**src/hdl/sism_pkg.sv**
```systemverilog
`timescale 1ns / 1ps
// Shared types and codes for the sparse index set merge core.
// No dependencies; imported by sism_marker and sparse_index_set_merge_core.
`default_nettype none

package sism_pkg;

  // fixed field widths
  localparam int IDX_W = 10;
  localparam int OP_W  = 3;
  localparam int ST_W  = 3;
  localparam int CNT_W = 7;
  localparam int LC_W  = 11;
  localparam int IDX_SPAN = 1 << IDX_W;

  // operation codes
  localparam logic [OP_W-1:0] OP_MERGE     = 3'd0;
  localparam logic [OP_W-1:0] OP_EXT_MERGE = 3'd1;
  localparam logic [OP_W-1:0] OP_RESET     = 3'd2;
  localparam logic [OP_W-1:0] OP_READ_ALL  = 3'd3;
  localparam logic [OP_W-1:0] OP_READ_NEW  = 3'd4;

  // result status codes
  localparam logic [ST_W-1:0] ST_INSERTED = 3'd0;
  localparam logic [ST_W-1:0] ST_PRESENT  = 3'd1;
  localparam logic [ST_W-1:0] ST_LOCAL    = 3'd2;
  localparam logic [ST_W-1:0] ST_RANGE    = 3'd3;
  localparam logic [ST_W-1:0] ST_FULL     = 3'd4;
  localparam logic [ST_W-1:0] ST_RESET    = 3'd5;
  localparam logic [ST_W-1:0] ST_ENTRY    = 3'd6;
  localparam logic [ST_W-1:0] ST_EMPTY    = 3'd7;

  // marker memory access
  typedef struct packed {
    logic rd;   // read entry, hit valid next cycle
    logic wr;   // write entry
    logic set;  // value written
  } mark_cmd_t;

endpackage

`default_nettype wire

```
**src/hdl/sparse_index_set_merge_core.sv**
```systemverilog
`timescale 1ns / 1ps
// Sparse index set merge core: top level with member list and control FSM.
// Depends on sism_pkg and sism_marker.
//
// Usage:
//   s_* stream carries commands (merge, external merge, reset, read all,
//   read new); m_* stream returns result transactions. cfg_* writes the
//   local_count register and is always ready; write it only while idle.
//   Merge: accepted in S_IDLE with a marker read, marker write in S_MERGE_CHK,
//   then S_RESULT loads the result into the output register. A local or
//   out-of-range index skips the marker check and goes straight to S_RESULT.
//   Reset op: per member a list read, then a marker clear; then one result.
//   Read all / read new: per emitted member a list memory read, then an
//   output load; an empty read gives one result marked empty.
//   Command codes 5 to 7 are dropped without a result.
//   After rst the marker memory is swept, one entry per cycle, over all
//   min(INDEX_RANGE, 1024) entries; s_tready stays low during the sweep.
//   A stalled m_tready holds the output register; the core accepts the next
//   command while a result waits and stalls in each step that loads the
//   output register until that register frees up.
`default_nettype none

module sparse_index_set_merge_core
  import sism_pkg::*;
#(
  parameter int INDEX_RANGE = 1024,
  parameter int MAX_MEMBERS = 64
) (
  input  wire logic            clk,
  input  wire logic            rst,
  // local_count
  input  wire logic            cfg_valid,
  output logic                 cfg_ready,
  input  wire logic [LC_W-1:0] cfg_data,
  // command stream
  input  wire logic            s_tvalid,
  output logic                 s_tready,
  input  wire logic [15:0]     s_tdata,   // [2:0] operation, [12:3] index, rest zero
  input  wire logic            s_tlast,   // list_end
  // result stream
  output logic                 m_tvalid,
  input  wire logic            m_tready,
  output logic [31:0]          m_tdata,   // [9:0] index_out, [12:10] status,
                                          // [19:13] run_length, [26:20] pattern_length
  output logic                 m_tlast    // last
);

  localparam int MARK_DEPTH = (INDEX_RANGE < IDX_SPAN) ? INDEX_RANGE : IDX_SPAN;
  localparam int MARK_AW    = (MARK_DEPTH > 1) ? $clog2(MARK_DEPTH) : 1;
  localparam int LIST_AW    = (MAX_MEMBERS > 1) ? $clog2(MAX_MEMBERS) : 1;

  typedef enum logic [2:0] {
    S_IDLE, S_MERGE_CHK, S_CLR_RD, S_CLR_WR, S_RUN_RD, S_RUN_OUT, S_RESULT
  } state_t;

  state_t            state;
  logic [LC_W-1:0]   local_count;
  logic [CNT_W-1:0]  count;
  logic [CNT_W-1:0]  level;
  logic [CNT_W-1:0]  pos;
  logic [CNT_W-1:0]  run_len;
  logic [IDX_W-1:0]  idx_r;
  logic [IDX_W-1:0]  res_index;
  logic [ST_W-1:0]   res_status;
  logic [CNT_W-1:0]  res_run;
  logic              res_last;

  logic              out_valid;
  logic [IDX_W-1:0]  out_index;
  logic [ST_W-1:0]   out_status;
  logic [CNT_W-1:0]  out_run;
  logic [CNT_W-1:0]  out_plen;
  logic              out_last;

  logic [IDX_W-1:0]  list_mem [MAX_MEMBERS];
  logic [IDX_W-1:0]  list_rd;

  mark_cmd_t         mcmd;
  logic [MARK_AW-1:0] maddr;
  logic              mhit;
  logic              mbusy;

  logic [OP_W-1:0]   in_op;
  logic [IDX_W-1:0]  in_idx;
  logic              in_acc;
  logic              out_free;
  logic              out_load;
  logic              is_local;
  logic              out_of_range;
  logic              list_full;
  logic              do_insert;
  logic [CNT_W-1:0]  run_from;
  logic              pos_last;

  assign in_op    = s_tdata[OP_W-1:0];
  assign in_idx   = s_tdata[OP_W +: IDX_W];
  assign s_tready = (state == S_IDLE) && !mbusy;
  assign in_acc   = s_tvalid && s_tready;
  assign out_free = !out_valid || m_tready;
  assign out_load = (state == S_RUN_OUT || state == S_RESULT) && out_free;
  assign cfg_ready = 1'b1;

  assign is_local     = (in_op == OP_EXT_MERGE) && ({1'b0, in_idx} < local_count);
  assign out_of_range = {7'd0, in_idx} >= 17'(INDEX_RANGE);
  assign list_full    = (count == CNT_W'(MAX_MEMBERS));
  assign do_insert    = (state == S_MERGE_CHK) && !mhit && !list_full;
  assign run_from     = (in_op == OP_READ_NEW) ? level : '0;
  assign pos_last     = ((pos + CNT_W'(1)) == count);

  // marker memory access
  always_comb begin
    mcmd  = '0;
    maddr = idx_r[MARK_AW-1:0];
    case (state)
      S_IDLE: begin
        maddr   = in_idx[MARK_AW-1:0];
        mcmd.rd = in_acc && (in_op == OP_MERGE || in_op == OP_EXT_MERGE);
      end
      S_MERGE_CHK: begin
        mcmd.wr  = do_insert;
        mcmd.set = 1'b1;
      end
      S_CLR_WR: begin
        maddr   = list_rd[MARK_AW-1:0];
        mcmd.wr = 1'b1;
      end
      default: ;
    endcase
  end

  sism_marker #(
    .DEPTH (MARK_DEPTH),
    .AW    (MARK_AW)
  ) u_marker (
    .clk  (clk),
    .rst  (rst),
    .cmd  (mcmd),
    .addr (maddr),
    .hit  (mhit),
    .busy (mbusy)
  );

  // member list
  always_ff @(posedge clk) begin
    if (do_insert) begin
      list_mem[count[LIST_AW-1:0]] <= idx_r;
    end
  end

  always_ff @(posedge clk) begin
    if (state == S_CLR_RD || state == S_RUN_RD) begin
      list_rd <= list_mem[pos[LIST_AW-1:0]];
    end
  end

  always_ff @(posedge clk) begin
    if (rst) begin
      state       <= S_IDLE;
      local_count <= '0;
      count       <= '0;
      level       <= '0;
      out_valid   <= 1'b0;
    end else begin
      if (cfg_valid) begin
        local_count <= cfg_data;
      end
      if (out_load) begin
        out_valid <= 1'b1;
      end else if (m_tready) begin
        out_valid <= 1'b0;
      end
      case (state)
        S_IDLE: begin
          if (in_acc) begin
            idx_r  <= in_idx;
            case (in_op)
              OP_MERGE, OP_EXT_MERGE: begin
                res_index <= in_idx;
                res_run   <= '0;
                res_last  <= s_tlast;
                if (is_local) begin
                  res_status <= ST_LOCAL;
                  state      <= S_RESULT;
                end else if (out_of_range) begin
                  res_status <= ST_RANGE;
                  state      <= S_RESULT;
                end else begin
                  state <= S_MERGE_CHK;
                end
              end
              OP_RESET: begin
                pos <= '0;
                if (count == '0) begin
                  level      <= '0;
                  res_index  <= '0;
                  res_status <= ST_RESET;
                  res_run    <= '0;
                  res_last   <= 1'b1;
                  state      <= S_RESULT;
                end else begin
                  state <= S_CLR_RD;
                end
              end
              OP_READ_ALL, OP_READ_NEW: begin
                if (in_op == OP_READ_NEW) begin
                  level <= count;
                end
                if (count <= run_from) begin
                  res_index  <= '0;
                  res_status <= ST_EMPTY;
                  res_run    <= '0;
                  res_last   <= 1'b1;
                  state      <= S_RESULT;
                end else begin
                  pos     <= run_from;
                  run_len <= count - run_from;
                  state   <= S_RUN_RD;
                end
              end
              default: ;
            endcase
          end
        end
        S_MERGE_CHK: begin
          if (mhit) begin
            res_status <= ST_PRESENT;
          end else if (list_full) begin
            res_status <= ST_FULL;
          end else begin
            res_status <= ST_INSERTED;
            count      <= count + CNT_W'(1);
          end
          state <= S_RESULT;
        end
        S_CLR_RD: begin
          state <= S_CLR_WR;
        end
        S_CLR_WR: begin
          if (pos_last) begin
            count      <= '0;
            level      <= '0;
            res_index  <= '0;
            res_status <= ST_RESET;
            res_run    <= '0;
            res_last   <= 1'b1;
            state      <= S_RESULT;
          end else begin
            pos   <= pos + CNT_W'(1);
            state <= S_CLR_RD;
          end
        end
        S_RUN_RD: begin
          state <= S_RUN_OUT;
        end
        S_RUN_OUT: begin
          if (out_free) begin
            out_index  <= list_rd;
            out_status <= ST_ENTRY;
            out_run    <= run_len;
            out_plen   <= count;
            out_last   <= pos_last;
            if (pos_last) begin
              state <= S_IDLE;
            end else begin
              pos   <= pos + CNT_W'(1);
              state <= S_RUN_RD;
            end
          end
        end
        S_RESULT: begin
          if (out_free) begin
            out_index  <= res_index;
            out_status <= res_status;
            out_run    <= res_run;
            out_plen   <= count;
            out_last   <= res_last;
            state      <= S_IDLE;
          end
        end
        default: state <= S_IDLE;
      endcase
    end
  end

  assign m_tvalid = out_valid;
  assign m_tdata  = {5'd0, out_plen, out_run, out_status, out_index};
  assign m_tlast  = out_last;

endmodule

`default_nettype wire

```
**src/hdl/sism_marker.sv**
```systemverilog
`timescale 1ns / 1ps
// Marker memory: one membership bit per index, with a clearing pass after reset.
// Depends on sism_pkg.
`default_nettype none

module sism_marker
  import sism_pkg::*;
#(
  parameter int DEPTH = 1024,
  parameter int AW    = 10
) (
  input  wire logic          clk,
  input  wire logic          rst,
  input  wire mark_cmd_t     cmd,
  input  wire logic [AW-1:0] addr,
  output logic               hit,
  output logic               busy
);

  logic          mem [DEPTH];
  logic [AW-1:0] clr_addr;

  // sweep every entry to empty after reset
  always_ff @(posedge clk) begin
    if (rst) begin
      busy     <= 1'b1;
      clr_addr <= '0;
    end else if (busy) begin
      clr_addr <= clr_addr + AW'(1);
      if (clr_addr == AW'(DEPTH - 1)) begin
        busy <= 1'b0;
      end
    end
  end

  always_ff @(posedge clk) begin
    if (busy) begin
      mem[clr_addr] <= 1'b0;
    end else if (cmd.wr) begin
      mem[addr] <= cmd.set;
    end
  end

  always_ff @(posedge clk) begin
    if (cmd.rd) begin
      hit <= mem[addr];
    end
  end

endmodule

`default_nettype wire
```
**config.mk**
```make
export PLATFORM = sky130hd
export DESIGN_NAME = sparse_index_set_merge_core
export DESIGN_NICKNAME = d
export VERILOG_FILES = /design/src/hdl/sism_pkg.sv /design/src/hdl/sparse_index_set_merge_core.sv /design/src/hdl/sism_marker.sv
export SDC_FILE = /design/constraint.sdc
export NUM_CORES = 2
export LEC_CHECK = 0
export BUFFER_PORTS_ARGS = -buffer_cell sky130_fd_sc_hd__buf_4
export CAP_MARGIN = 20
export CORE_MARGIN = 4
export CORE_UTILIZATION = 50
export DETAILED_ROUTE_END_ITERATION = 10
export PLACE_DENSITY_LB_ADDON = 0.05
export SLEW_MARGIN = 20
export SYNTH_ARGS = -nofsm -noshare
export SYNTH_HDL_FRONTEND = slang
export SYNTH_HIERARCHICAL = 1
export SYNTH_SLANG_ARGS = --single-unit
```
**constraint.sdc**
```tcl
create_clock -name clk -period 40.4 [get_ports clk]
set_clock_uncertainty 0.05 [all_clocks]
set_input_delay 6.06 -clock clk [delete_from_list [all_inputs] [get_ports clk]]
set_output_delay 6.06 -clock clk [all_outputs]
set_load 0.03 [all_outputs]
```
==> qor.csv <==
metric,value,unit
status,completed,
cap_violations,0,
finalSetupViolCount,0,
synth_top_cell_by_area,edfxtp_1,
drc,0,
powerDensity,45.0,nW/um^2
post-cts-setup-buffer-count,0,
cp-start-kind,primary input,
syn_area,74800,sq um
io_buffers,59,
htree_levels,4,
setup_ws,28.51,ns
fin_area,83100,sq um
seq_area_frac_synth,71.0,%
grt_busiest_layer,met2,
max_slew_margin,25.1,%
routedWlPerCell,29.2,microns
hold_viol_final,0,
grt_first_pass_wirelength,289000,microns
use_met3,3.35,%
pwr-share-comb,2.5,%
first_iter_violations,4131,
synth_flop_cell,edfxtp_1,
dpl-instance-area,77100,sq um
tightest_slew,1.12,ns
cts_buffers,184,
multi_input_area,20200,sq um
area_growth_syn_to_layout,11.1,%
dp_slack,27.59,ns
endpoint_kind,flop,
grt_max_degree,268,
switching_share,20.9,%
design_power_total,3.73,mW
drt-vias-per-instance,6.10,
antenna_found_initial,0,
synth_area_leaders,"edfxtp_1, mux4_2, nor2_1",
placement_rows,141,
p_sw,781,uW
tns,0,ns
use_met1,34.6,%
post-dp-hpwl,108000,microns
cts_buffer_depth,3,
core,148000,sq um
met2_usage,43.2,%
finalWirelength,198000,microns
initial_core_util,50.5,%
p_int,2.95,mW
drive_gt1_share,19.4,%
finalCriticalPeriod,11.89,ns
synth-warning-count,6,
cts_root_buf,clkbuf_16,
leakage,27.8,nW
clk_pin_slew,0.06,ns
ff_latch_area,53100,sq um
syn_area_per_cell,15.9,sq um
critPathKind,primary input to flop,
async_flop_share,0,%
cts_num_sinks,1781,
p_clk_share,44.0,%
ys_ff_latch,1781,
p_seq_share,53.5,%
grt_pass1_vias,41500,
fp.dieArea,156000,sq um
insertion_delay,0.82,ns
nets,4740,
netlist_instances,4707,
ys_types,73,
fin_crit_sh,29.4,%
cts_tree,built,
grt_overflow_total,0,
antenna_cells,0,
fmax,84.1,MHz
antenna_left,0,
drt-pass1-iter-count,5,
yosysTopAreaCellShare,69.9,%
die_w,395,microns
arrival,12.31,ns
grt_usage,25.4,%
io_pins,69,
fillers,11800,
synth_enable_flop_cells,1741,
final_max_slew_viol_count,0,
die_h,395,microns
cts_resized,0,
worstPathRequired,40.83,ns
hp-class,flop to flop,
critPathMaxFanout,38,
gp_congestion,0.786,
via_count,41300,
cts_hold_buf,0,
vdd_ir_drop_max,35.8,uV
grt_setup_unrepaired,no,
[final timing paths]
path	startpoint	end	slack, ns	cells after the start
hold / removal	level[0]	level[0]	0.42	1
setup / recovery	s_tdata[3]	u_marker/hit	28.51	15
hold reg to reg	level[0]	level[0]	0.42	1
setup reg to reg	state[1]	u_marker/hit	32.50	15
[logic make-up after synthesis]
| logic type | count (synthesis) | synth area share, % |
|---|---|---|
| other | 2 | 0.0100 |
| AO/OA/AOI/OAI | 317 | 2.93 |
| multiplexers | 547 | 14.3 |
| AND/OR/NAND/NOR | 1594 | 8.69 |
| adder cells (fa/ha/maj) | 21 | 0.361 |
| buffers and inverters | 416 | 2.41 |
| XOR/XNOR | 29 | 0.358 |
| flip-flops | 1781 | 71.0 |
[cells in the mapped netlist, drive strengths merged, types with 16 or more instances]
library cell / instances
dfxtp: 40
clkbuf: 278
and3: 25
edfxtp: 1741
nand2b: 16
a22oi: 71
mux2i: 119
buf: 107
nor3: 31
nand3: 56
a21oi: 60
and2: 19
o21ai: 44
ha: 20
inv: 28
mux4: 415
nor2: 1188
nor2b: 22
o221ai: 29
nand2: 179
o22ai: 25
[routing by layer]
layer / up-vias / part of all wire [%]
li1: 17900 / -
met3: 305 / 5.4
met5: - / 0
met2: 1324 / 51
met4: 0 / 3.0
met1: 21800 / 41
[cell usage in the layout (no fill, tap or decap), drive strengths merged, types with 6 or more instances in the layout]
| cell type | n |
|---|---|
| nand2b | 16 |
| edfxtp | 1741 |
| buf | 174 |
| inv | 36 |
| clkbuf | 240 |
| or3 | 11 |
| xnor2 | 15 |
| mux2 | 13 |
| dfxtp | 40 |
| and2 | 19 |
| nor2 | 1188 |
| nand4 | 8 |
| a22oi | 71 |
| nand3 | 56 |
| o221ai | 29 |
| xor2 | 13 |
| mux4 | 415 |
| and3 | 25 |
| a211oi | 7 |
| nand3b | 11 |
| nor2b | 22 |
| nor3 | 31 |
| bufinv | 12 |
| mux2i | 119 |
| nand2 | 179 |
| clkinv | 75 |
| a21o | 6 |
| o21a | 7 |
| conb | 6 |
| o21ai | 44 |
| nor4 | 10 |
| a221oi | 6 |
| o22ai | 25 |
| ha | 20 |
| a21oi | 60 |
| a22o | 14 |
| a31oi | 11 |
[critical path: stages]
cell     delay [ns]
buf_4          0.12
a22oi_1        0.10
o21ai_4        0.15
buf_4          0.52
buf_4          0.67
buf_4          0.66
buf_4          0.71
buf_4          0.65
mux4_2         0.63
nor3_1         0.15
nor4_1         0.08
or4_1          0.66
nand3_1        0.12
nor3_1         0.07
or4b_1         0.69
[metrics by stage]
step           utilization [%]  instances  hold slack (ns)
2_1_floorplan                -       4711            0.384
3_3_place_gp              52.0       6422            0.400
3_5_place_dp              52.0       6423            0.403
4_1_cts                   55.9       6758            0.417
5_1_grt                   56.1       6765            0.444
6_report                  56.1       6765            0.423
[power groups by stage]
stage | combinational [mW] | sequential (mW) | clock, mW
finish | 0.0917 | 2.00 | 1.64
global route | 0.0961 | 2.00 | 1.75
CTS | 0.0919 | 2.00 | 1.67
detailed placement | 0.0917 | 2.04 | 0
global placement | 0.0918 | 2.04 | 0
floorplan | 0.0540 | 2.04 | 0
[cell type report]
type | instances | share of cell area [%]
Timing Repair Buffer | 174 | 1.71
Clock inverter | 95 | 1.16
Tap cell | 1930 | 2.91
Inverter | 31 | 0.140
Multi-Input combinational cell | 2514 | 24.3
Clock buffer | 240 | 5.84
Sequential cell | 1781 | 63.9
[state kept, by name, summed over array words and instances (netlist names), 10 cells and up]
register           cells
idx_r                 10
list_mem             640
list_rd               10
local_count           11
out_index             10
res_index             10
u_marker/clr_addr     10
u_marker/mem        1024
Note: power is estimated with default switching activity, not from simulation.
